<file path="src/rtl/ipv4_source_match_address_rewrite_macros.svh">
// Assertion macros shared by the address rewrite block.
`ifndef IPV4_SOURCE_MATCH_ADDRESS_REWRITE_MACROS_SVH
`define IPV4_SOURCE_MATCH_ADDRESS_REWRITE_MACROS_SVH

// same-cycle implication, sampled on clk, off during reset
`define ISMAR_ASSERT_NOW(label, ante, cons) \
  label: assert property (@(posedge clk) disable iff (!rst_n) (ante) |-> (cons)) \
    else $error("ismar assertion failed");

// next-cycle implication, sampled on clk, off during reset
`define ISMAR_ASSERT_NEXT(label, ante, cons) \
  label: assert property (@(posedge clk) disable iff (!rst_n) (ante) |=> (cons)) \
    else $error("ismar assertion failed");

`endif

</file>
<file path="src/rtl/ismar_pkg.sv">
// Types and constants of the IPv4 source match address rewrite block.
package ismar_pkg;

  localparam int TABLE_ENTRIES_DEF = 16;
  localparam int IDX_W             = 8;
  localparam int CFG_AW            = 3;

  localparam logic [31:0] OFFSET_RESET     = 32'h0000_0100;
  localparam logic [15:0] MIN_HEADER_BYTES = 16'd20;

  localparam logic       REG_ADDRESS_OFFSET = 1'b0;

  localparam logic [1:0] KIND_SUBSCRIBE   = 2'd0;
  localparam logic [1:0] KIND_UNSUBSCRIBE = 2'd1;
  localparam int         KIND_PACKET_BIT  = 1;

  localparam logic [2:0] ST_DELIVERED   = 3'd0;
  localparam logic [2:0] ST_NO_SINK     = 3'd1;
  localparam logic [2:0] ST_TOO_SHORT   = 3'd2;
  localparam logic [2:0] ST_SUBSCRIBED  = 3'd3;
  localparam logic [2:0] ST_PRESENT     = 3'd4;
  localparam logic [2:0] ST_TABLE_FULL  = 3'd5;
  localparam logic [2:0] ST_UNSUB_DONE  = 3'd6;

  typedef struct packed {
    logic             active;
    logic             hit;
    logic [IDX_W-1:0] hit_idx;
    logic [7:0]       sink;
    logic             free;
    logic [IDX_W-1:0] free_idx;
  } carry_t;

  typedef struct packed {
    logic             set;
    logic             clr;
    logic [IDX_W-1:0] idx;
    logic [31:0]      addr;
    logic [7:0]       sink;
  } wcmd_t;

endpackage

</file>
<file path="src/rtl/ipv4_source_match_address_rewrite.sv">
// Top level: item control, APB offset register, entry chain and result register.
//
// Input channel (in_valid/in_ready) takes one item: subscribe, unsubscribe or
// packet header. Every item yields exactly one result on the output channel
// (out_valid/out_ready) carrying a status and, for a delivered packet, the
// sink, the rewritten addresses and a new header checksum.
// A lookup walks a carry through a chain of TABLE_ENTRIES cells, one cell per
// cycle, each cell holding the carry in its own register; the chain end is
// caught in a final register, and the result waits in S_FIN until the output
// register is free. A new item is taken only after the last result leaves S_FIN.
// The APB port holds address_offset at byte address 0; pready is always high.
// Write it only while no item is in flight.
// Reset empties the table, sets the offset to 0x100 and clears both channels.
// When the receiver stalls, the result holds in the output register; one more
// item may be taken and scanned, and its result waits until the register frees.
module ipv4_source_match_address_rewrite #(
  parameter int TABLE_ENTRIES = ismar_pkg::TABLE_ENTRIES_DEF
) (
  input  logic                         clk,
  input  logic                         rst_n,
  input  logic                         in_valid,
  output logic                         in_ready,
  input  logic [1:0]                   in_kind,
  input  logic [31:0]                  in_source_address,
  input  logic [31:0]                  in_destination_address,
  input  logic [31:0]                  in_header_first_word,
  input  logic [31:0]                  in_header_second_word,
  input  logic [15:0]                  in_ttl_and_protocol,
  input  logic [7:0]                   in_sink_number,
  input  logic [15:0]                  in_packet_length,
  output logic                         out_valid,
  input  logic                         out_ready,
  output logic [2:0]                   out_status,
  output logic [7:0]                   out_sink_out,
  output logic [31:0]                  out_new_source,
  output logic [31:0]                  out_new_destination,
  output logic [15:0]                  out_header_checksum,
  input  logic                         psel,
  input  logic                         penable,
  input  logic                         pwrite,
  input  logic [ismar_pkg::CFG_AW-1:0] paddr,
  input  logic [31:0]                  pwdata,
  output logic [31:0]                  prdata,
  output logic                         pready
);
  import ismar_pkg::*;

  `include "ipv4_source_match_address_rewrite_macros.svh"

  typedef enum logic [2:0] {
    S_IDLE = 3'b001,
    S_SCAN = 3'b010,
    S_FIN  = 3'b100
  } state_t;

  state_t state_r, state_nxt;
  logic   start_r;
  logic   accept;
  logic   fire;

  logic [31:0] offset_r;

  logic [1:0]  kind_r;
  logic [31:0] src_r;
  logic [31:0] nsrc_r;
  logic [31:0] ndst_r;
  logic [31:0] w0_r;
  logic [31:0] w1_r;
  logic [15:0] tp_r;
  logic [7:0]  sink_r;
  logic        len_ok_r;

  carry_t                   carry [TABLE_ENTRIES+1];
  logic [TABLE_ENTRIES-1:0] match_vec;
  carry_t                   fin_r;
  wcmd_t                    wcmd;

  logic        out_valid_r, out_valid_nxt;
  logic [2:0]  out_status_r, status_nxt;
  logic [7:0]  out_sink_r, osink_nxt;
  logic [31:0] out_src_r, osrc_nxt;
  logic [31:0] out_dst_r, odst_nxt;
  logic [15:0] out_csum_r, ocsum_nxt;

  logic [19:0] sum20;
  logic [16:0] fold1;
  logic [15:0] fold2;

  // configuration port
  assign pready = 1'b1;
  assign prdata = (paddr[2] == REG_ADDRESS_OFFSET) ? offset_r : 32'd0;

  always_ff @(posedge clk) begin
    if (!rst_n) begin
      offset_r <= OFFSET_RESET;
    end else if (psel && penable && pwrite && (paddr[2] == REG_ADDRESS_OFFSET)) begin
      offset_r <= pwdata;
    end
  end

  // item control
  assign in_ready = (state_r == S_IDLE);
  assign accept   = in_valid && in_ready;
  assign fire     = (state_r == S_FIN) && (!out_valid_r || out_ready);

  always_comb begin
    state_nxt = state_r;
    case (state_r)
      S_IDLE: begin
        if (accept) state_nxt = S_SCAN;
      end
      S_SCAN: begin
        if (carry[TABLE_ENTRIES].active) state_nxt = S_FIN;
      end
      S_FIN: begin
        if (fire) state_nxt = S_IDLE;
      end
      default: state_nxt = S_IDLE;
    endcase
  end

  always_ff @(posedge clk) begin
    if (!rst_n) begin
      state_r <= S_IDLE;
      start_r <= 1'b0;
    end else begin
      state_r <= state_nxt;
      start_r <= accept;
    end
  end

  always_ff @(posedge clk) begin
    if (accept) begin
      kind_r   <= in_kind;
      src_r    <= in_source_address;
      nsrc_r   <= in_source_address - offset_r;
      ndst_r   <= in_destination_address + offset_r;
      w0_r     <= in_header_first_word;
      w1_r     <= in_header_second_word;
      tp_r     <= in_ttl_and_protocol;
      sink_r   <= in_sink_number;
      len_ok_r <= (in_packet_length >= MIN_HEADER_BYTES);
    end
    if ((state_r == S_SCAN) && carry[TABLE_ENTRIES].active) begin
      fin_r <= carry[TABLE_ENTRIES];
    end
  end

  // entry chain
  always_comb begin
    carry[0]        = '0;
    carry[0].active = start_r;
  end

  for (genvar i = 0; i < TABLE_ENTRIES; i++) begin : g_cell
    ismar_cell #(
      .IDX(i)
    ) u_cell (
      .clk      (clk),
      .rst_n    (rst_n),
      .carry_in (carry[i]),
      .src_addr (src_r),
      .wcmd     (wcmd),
      .carry_out(carry[i+1]),
      .match    (match_vec[i])
    );
  end

  // checksum over rewritten header, checksum word zero
  always_comb begin
    sum20 = 20'(w0_r[31:16]) + 20'(w0_r[15:0]) + 20'(w1_r[31:16]) + 20'(w1_r[15:0])
          + 20'(tp_r) + 20'(nsrc_r[31:16]) + 20'(nsrc_r[15:0])
          + 20'(ndst_r[31:16]) + 20'(ndst_r[15:0]);
    fold1 = 17'(sum20[15:0]) + 17'(sum20[19:16]);
    fold2 = fold1[15:0] + 16'(fold1[16]);
  end

  // result and table update
  always_comb begin
    status_nxt = ST_UNSUB_DONE;
    osink_nxt  = 8'd0;
    osrc_nxt   = 32'd0;
    odst_nxt   = 32'd0;
    ocsum_nxt  = 16'd0;
    wcmd       = '0;
    wcmd.addr  = src_r;
    wcmd.sink  = sink_r;
    if (kind_r[KIND_PACKET_BIT]) begin
      if (!len_ok_r) begin
        status_nxt = ST_TOO_SHORT;
      end else if (!fin_r.hit) begin
        status_nxt = ST_NO_SINK;
      end else begin
        status_nxt = ST_DELIVERED;
        osink_nxt  = fin_r.sink;
        osrc_nxt   = nsrc_r;
        odst_nxt   = ndst_r;
        ocsum_nxt  = ~fold2;
      end
    end else if (kind_r == KIND_SUBSCRIBE) begin
      if (fin_r.hit) begin
        status_nxt = ST_PRESENT;
      end else if (fin_r.free) begin
        status_nxt = ST_SUBSCRIBED;
        wcmd.set   = fire;
        wcmd.idx   = fin_r.free_idx;
      end else begin
        status_nxt = ST_TABLE_FULL;
      end
    end else begin
      status_nxt = ST_UNSUB_DONE;
      wcmd.clr   = fire && fin_r.hit;
      wcmd.idx   = fin_r.hit_idx;
    end
  end

  always_comb begin
    out_valid_nxt = out_valid_r;
    if (fire) begin
      out_valid_nxt = 1'b1;
    end else if (out_ready) begin
      out_valid_nxt = 1'b0;
    end
  end

  always_ff @(posedge clk) begin
    if (!rst_n) begin
      out_valid_r <= 1'b0;
    end else begin
      out_valid_r <= out_valid_nxt;
    end
  end

  always_ff @(posedge clk) begin
    if (fire) begin
      out_status_r <= status_nxt;
      out_sink_r   <= osink_nxt;
      out_src_r    <= osrc_nxt;
      out_dst_r    <= odst_nxt;
      out_csum_r   <= ocsum_nxt;
    end
  end

  assign out_valid           = out_valid_r;
  assign out_status          = out_status_r;
  assign out_sink_out        = out_sink_r;
  assign out_new_source      = out_src_r;
  assign out_new_destination = out_dst_r;
  assign out_header_checksum = out_csum_r;

  `ISMAR_ASSERT_NEXT(a_accept_starts_scan, accept, start_r && (state_r == S_SCAN))
  `ISMAR_ASSERT_NOW(a_single_match, 1'b1, $onehot0(match_vec))
  `ISMAR_ASSERT_NEXT(a_chain_end_finishes,
    (state_r == S_SCAN) && carry[TABLE_ENTRIES].active, state_r == S_FIN)

endmodule

</file>
<file path="src/rtl/ismar_cell.sv">
// One table entry of the scan chain: compares, records first free slot, passes carry on.
module ismar_cell #(
  parameter int IDX = 0
) (
  input  logic              clk,
  input  logic              rst_n,
  input  ismar_pkg::carry_t carry_in,
  input  logic [31:0]       src_addr,
  input  ismar_pkg::wcmd_t  wcmd,
  output ismar_pkg::carry_t carry_out,
  output logic              match
);
  import ismar_pkg::*;

  localparam logic [IDX_W-1:0] IDX_C = IDX_W'(IDX);

  logic        valid_r, valid_nxt;
  logic [31:0] addr_r;
  logic [7:0]  sink_r;
  carry_t      carry_r, carry_nxt;
  logic        hit_here;
  logic        sel;

  assign hit_here = valid_r && (addr_r == src_addr);
  assign match    = hit_here && carry_in.active;
  assign sel      = (wcmd.idx == IDX_C);

  always_comb begin
    carry_nxt = carry_in;
    if (hit_here && !carry_in.hit) begin
      carry_nxt.hit     = 1'b1;
      carry_nxt.hit_idx = IDX_C;
      carry_nxt.sink    = sink_r;
    end
    if (!valid_r && !carry_in.free) begin
      carry_nxt.free     = 1'b1;
      carry_nxt.free_idx = IDX_C;
    end
  end

  always_comb begin
    valid_nxt = valid_r;
    if (wcmd.set && sel) begin
      valid_nxt = 1'b1;
    end else if (wcmd.clr && sel) begin
      valid_nxt = 1'b0;
    end
  end

  always_ff @(posedge clk) begin
    if (!rst_n) begin
      valid_r <= 1'b0;
      carry_r <= '0;
    end else begin
      valid_r <= valid_nxt;
      carry_r <= carry_nxt;
    end
  end

  always_ff @(posedge clk) begin
    if (wcmd.set && sel) begin
      addr_r <= wcmd.addr;
      sink_r <= wcmd.sink;
    end
  end

  assign carry_out = carry_r;

endmodule

</file>
<file path="config.mk">
export PLATFORM = sky130hd
export DESIGN_NAME = ipv4_source_match_address_rewrite
export DESIGN_NICKNAME = d
export VERILOG_FILES = /design/src/rtl/ismar_pkg.sv /design/src/rtl/ipv4_source_match_address_rewrite.sv /design/src/rtl/ismar_cell.sv
export VERILOG_INCLUDE_DIRS = /design/src /design/src/rtl
export SDC_FILE = /design/constraint.sdc
export NUM_CORES = 2
export LEC_CHECK = 0
export ABC_AREA = 0
export BUFFER_PORTS_ARGS = -buffer_cell sky130_fd_sc_hd__buf_4
export CORE_ASPECT_RATIO = 1.2
export CORE_MARGIN = 4
export CORE_UTILIZATION = 35
export CTS_BUF_LIST = sky130_fd_sc_hd__clkbuf_4
export CTS_CLUSTER_DIAMETER = 80
export DETAILED_ROUTE_END_ITERATION = 6
export SLEW_MARGIN = 20
export SYNTH_ARGS = -nofsm -noshare
export SYNTH_HDL_FRONTEND = slang
export SYNTH_SLANG_ARGS = --single-unit
</file>
<file path="constraint.sdc">
create_clock -name clk -period 24.6 [get_ports clk]
set_input_delay 3.69 -clock clk [delete_from_list [all_inputs] [get_ports clk]]
set_output_delay 3.69 -clock clk [all_outputs]
set_load 0.03 [all_outputs]
</file>
==> results by group <==
Status
  – Status: completed

Pwr
  – VDD IR max: 0.164 mV
  – Pleak: 0.0235 uW
  – PwrDens: 101 nW/um^2
  – Tot Pwr: 6360 uW

Floorplanning
  – Die Height: 435 um
  – Die area: 158000 sq um
  – Starting Density: 35.3%
  – Top Ports: 338
  – Rows: 156
  – Die Wd: 364 um
  – Core ar.: 151000 sq um

Clock tree
  – Skew-Pair Late Insertion Delay: 1.25 ns
  – Worst-path clk slew: 0.06 ns
  – CTS sink cnt: 1263
  – Setup Fix Bufs, Post-CTS: 0
  – Root Driver: clkbuf_4
  – CTS tree: built
  – Max clock buf depth: 4
  – PostCTS Resize Cnt: 0
  – CTS Hold Bufs: 0
  – CTS H-tree depth: 5
  – CTS Buf Count: 340

Setup path
  – CP endpoint kind: flip-flop
  – Worst Setup Start Kind: flip-flop
  – CP required: 25.56 ns
  – Top cell by count, worst path: fa_1
  – CP peak stage delay: 0.77 ns
  – Crit Path Category: flip-flop to flip-flop
  – CP max FO: 6
  – Crit path DAT: 10.38 ns
  – Crit-path slowest cell: fa_1

Min path
  – Hold Path Class: flip-flop to flip-flop

STA
  – Slew headroom: 35.8%
  – Final worst-path cycle share: 38.3%
  – Final worst setup slack: 15.18 ns
  – Worst slew pin tran: 0.962 ns
  – Max-slew violations: 0
  – Endpoints failing hold: 0
  – Setup tns final: 0 ns
  – Fmax: 106 MHz
  – Final Setup Violations: 0
  – Unrepaired setup endpoints after global routing: no
  – Min cycle time layout: 9.42 ns
  – Skew final: 0.100 ns

Synth
  – Prevailing post-synth register cell: edfxtp_1
  – Yosys warns: 0
  – Syn Inst Count: 3949
  – Mapped cell area: 53200 sq um
  – Distinct cell type count of the synthesized netlist: 79
  – Post-synthesis net count: 4363
  – Post-synthesis area per instance: 13.5 sq um
  – Post-synth EDFFs: 936
  – Yosys reg bits: 1263
  – Post-synthesis async set-or-reset flop share: 0%
  – Sequential share of the synthesized area: 65.1%

Routing
  – Max layer used: met5
  – Routed Antenna Nets: 0
  – Pre-antenna DRT Iters: 6
  – Met1 Wirelength: 56.6 mm
  – Routed length on met3: 8.29 mm
  – Routed vias/inst: 4.81
  – DRT iter0 DRCs: 2181
  – Drt wl/cell: 20.5 um
  – Final wirelength: 139 mm
  – Met2 Wirelength: 70.8 mm
  – DR DRC count: 0
  – Vias: 32621

Cells and area
  – Layout cells sized above 1: 20.7%
  – Fin nets: 4968
  – Synthesis-to-finish area growth: 17.8%
  – Fin area: 62700 sq um
  – Fill cell count: 14082

Place
  – Pre-CTS WS: 15.33 ns
  – Placed cell area: 58300 sq um
  – Post-DP HPWL: 94.7 mm
  – RD Place Congestion: 0.906
  – Buffers on Ports: 332

GRT
  – GR Util All Layers: 17.4%
  – Pin count of the biggest net entering global routing: 161
  – Initial antenna violation count: 8
  – Global route overflow: 0
  – Vias in the first global route: 32786
  – First-pass GRT wire length: 205 mm

Job
  – MaxCap Viol Count: 0
worst paths after layout:
| kind | cells after the start | startpoint | endpoint | slack (ns) |
|---|---|---|---|---|
| max | 35 | ndst_r[18] | out_header_checksum[12] | 15.18 |
| min | 2 | g_cell[13].u_cell.carry_out[3] | g_cell[14].u_cell.carry_out[3] | 0.37 |
| max reg2reg | 35 | ndst_r[18] | out_header_checksum[12] | 15.18 |
| min reg2reg | 2 | g_cell[13].u_cell.carry_out[3] | g_cell[14].u_cell.carry_out[3] | 0.37 |
synth_stat cells, types with 69 or more instances:
master	number	area (sq um)
clkbuf_1	97	364
nand2_1	140	526
inv_1	280	1050
xor2_1	224	1960
nor4_1	69	432
xnor2_1	367	3210
mux2i_1	122	1220
ha_1	89	1110
a21oi_1	156	781
nand4_1	90	563
dfxtp_1	327	6550
edfxtp_1	936	28100
fa_1	113	2260
nor2_1	387	1450
stage by stage:
step	util (%)	cells	hold slack, ns
finish	41.6	6787	0.373
global route	41.5	6783	0.383
CTS	41.5	6776	0.381
detailed placement	38.7	6187	0.389
global placement	38.7	6187	0.387
floorplan	-	3949	0.386
cells by family after synthesis:
kind of cell | share of synthesized area, %
xor gates and xnor gates | 9.75
muxes | 2.31
adders and majority gates | 6.34
AOI/OAI and AO/OA | 4.35
and+or+nand+nor | 9.06
buffers and inverters | 3.08
other | 0.00704
DFF | 65.1
report_power, final:
| group | internal [uW] | switching, uW | leakage (uW) |
|---|---|---|---|
| combinational | 844 | 1300 | 0.00969 |
| sequential | 2340 | 24.0 | 0.0112 |
| clock | 1010 | 838 | 0.00260 |
area by class of cell:
cell class	instances	area (sq um)	area share, %
diodes	11	27.5	0.0439
clock buffers	516	3870	6.18
well taps	1975	2470	3.94
repair buffers	408	3080	4.91
inverters	281	1060	1.69
multi-input cells	2260	17100	27.3
flip-flops and latches	1263	34700	55.3
clock inverters	73	440	0.703
registers in the layout, indices dropped and copies added, names as in the netlist, 8 cells and up:
name	cells
fin_r	18
g_cell.u_cell.addr_r	512
g_cell.u_cell.carry_out	274
g_cell.u_cell.sink_r	128
g_cell.u_cell.valid_r	16
ndst_r	32
nsrc_r	32
offset_r	32
out_header_checksum	16
out_new_destination	32
out_new_source	32
out_sink_out	8
sink_r	8
src_r	32
tp_r	16
w0_r	32
w1_r	32
critical path: cells and delay by family, from the launching register on:
kind	cells	cell delay, ns
buf+inv	4	0.29
compound gates	10	2.16
flops	1	0.47
fa+ha+maj	10	3.95
simple gates	10	2.02
xor+xnor	1	0.25
per-layer routing:
layer | global-route usage, % | up-vias
li1 | - | 15224
met1 | 21.1 | 16202
met2 | 30.1 | 982
met3 | 4.23 | 209
met4 | 5.86 | 4
met5 | 0 | -
cells in the final DEF, fill, tap and decap left out, types with 17 or more instances in the layout:
cell type,count
fa_1,113
xnor2_1,367
nand4_1,90
inv_1,280
nor4_1,68
nand3_1,31
nand2_1,140
o21ai_0,49
clkinv_1,52
nor2_1,371
xor2_1,224
and3_1,29
mux2i_1,122
nand2b_1,27
ha_1,89
and2_1,61
edfxtp_1,936
a21oi_1,156
clkbuf_4,516
buf_4,407
or4_1,20
a21o_1,26
nor2b_1,17
dfxtp_1,327
nor3_1,40
o21a_1,48
Note: power is estimated with default switching activity, not from simulation.
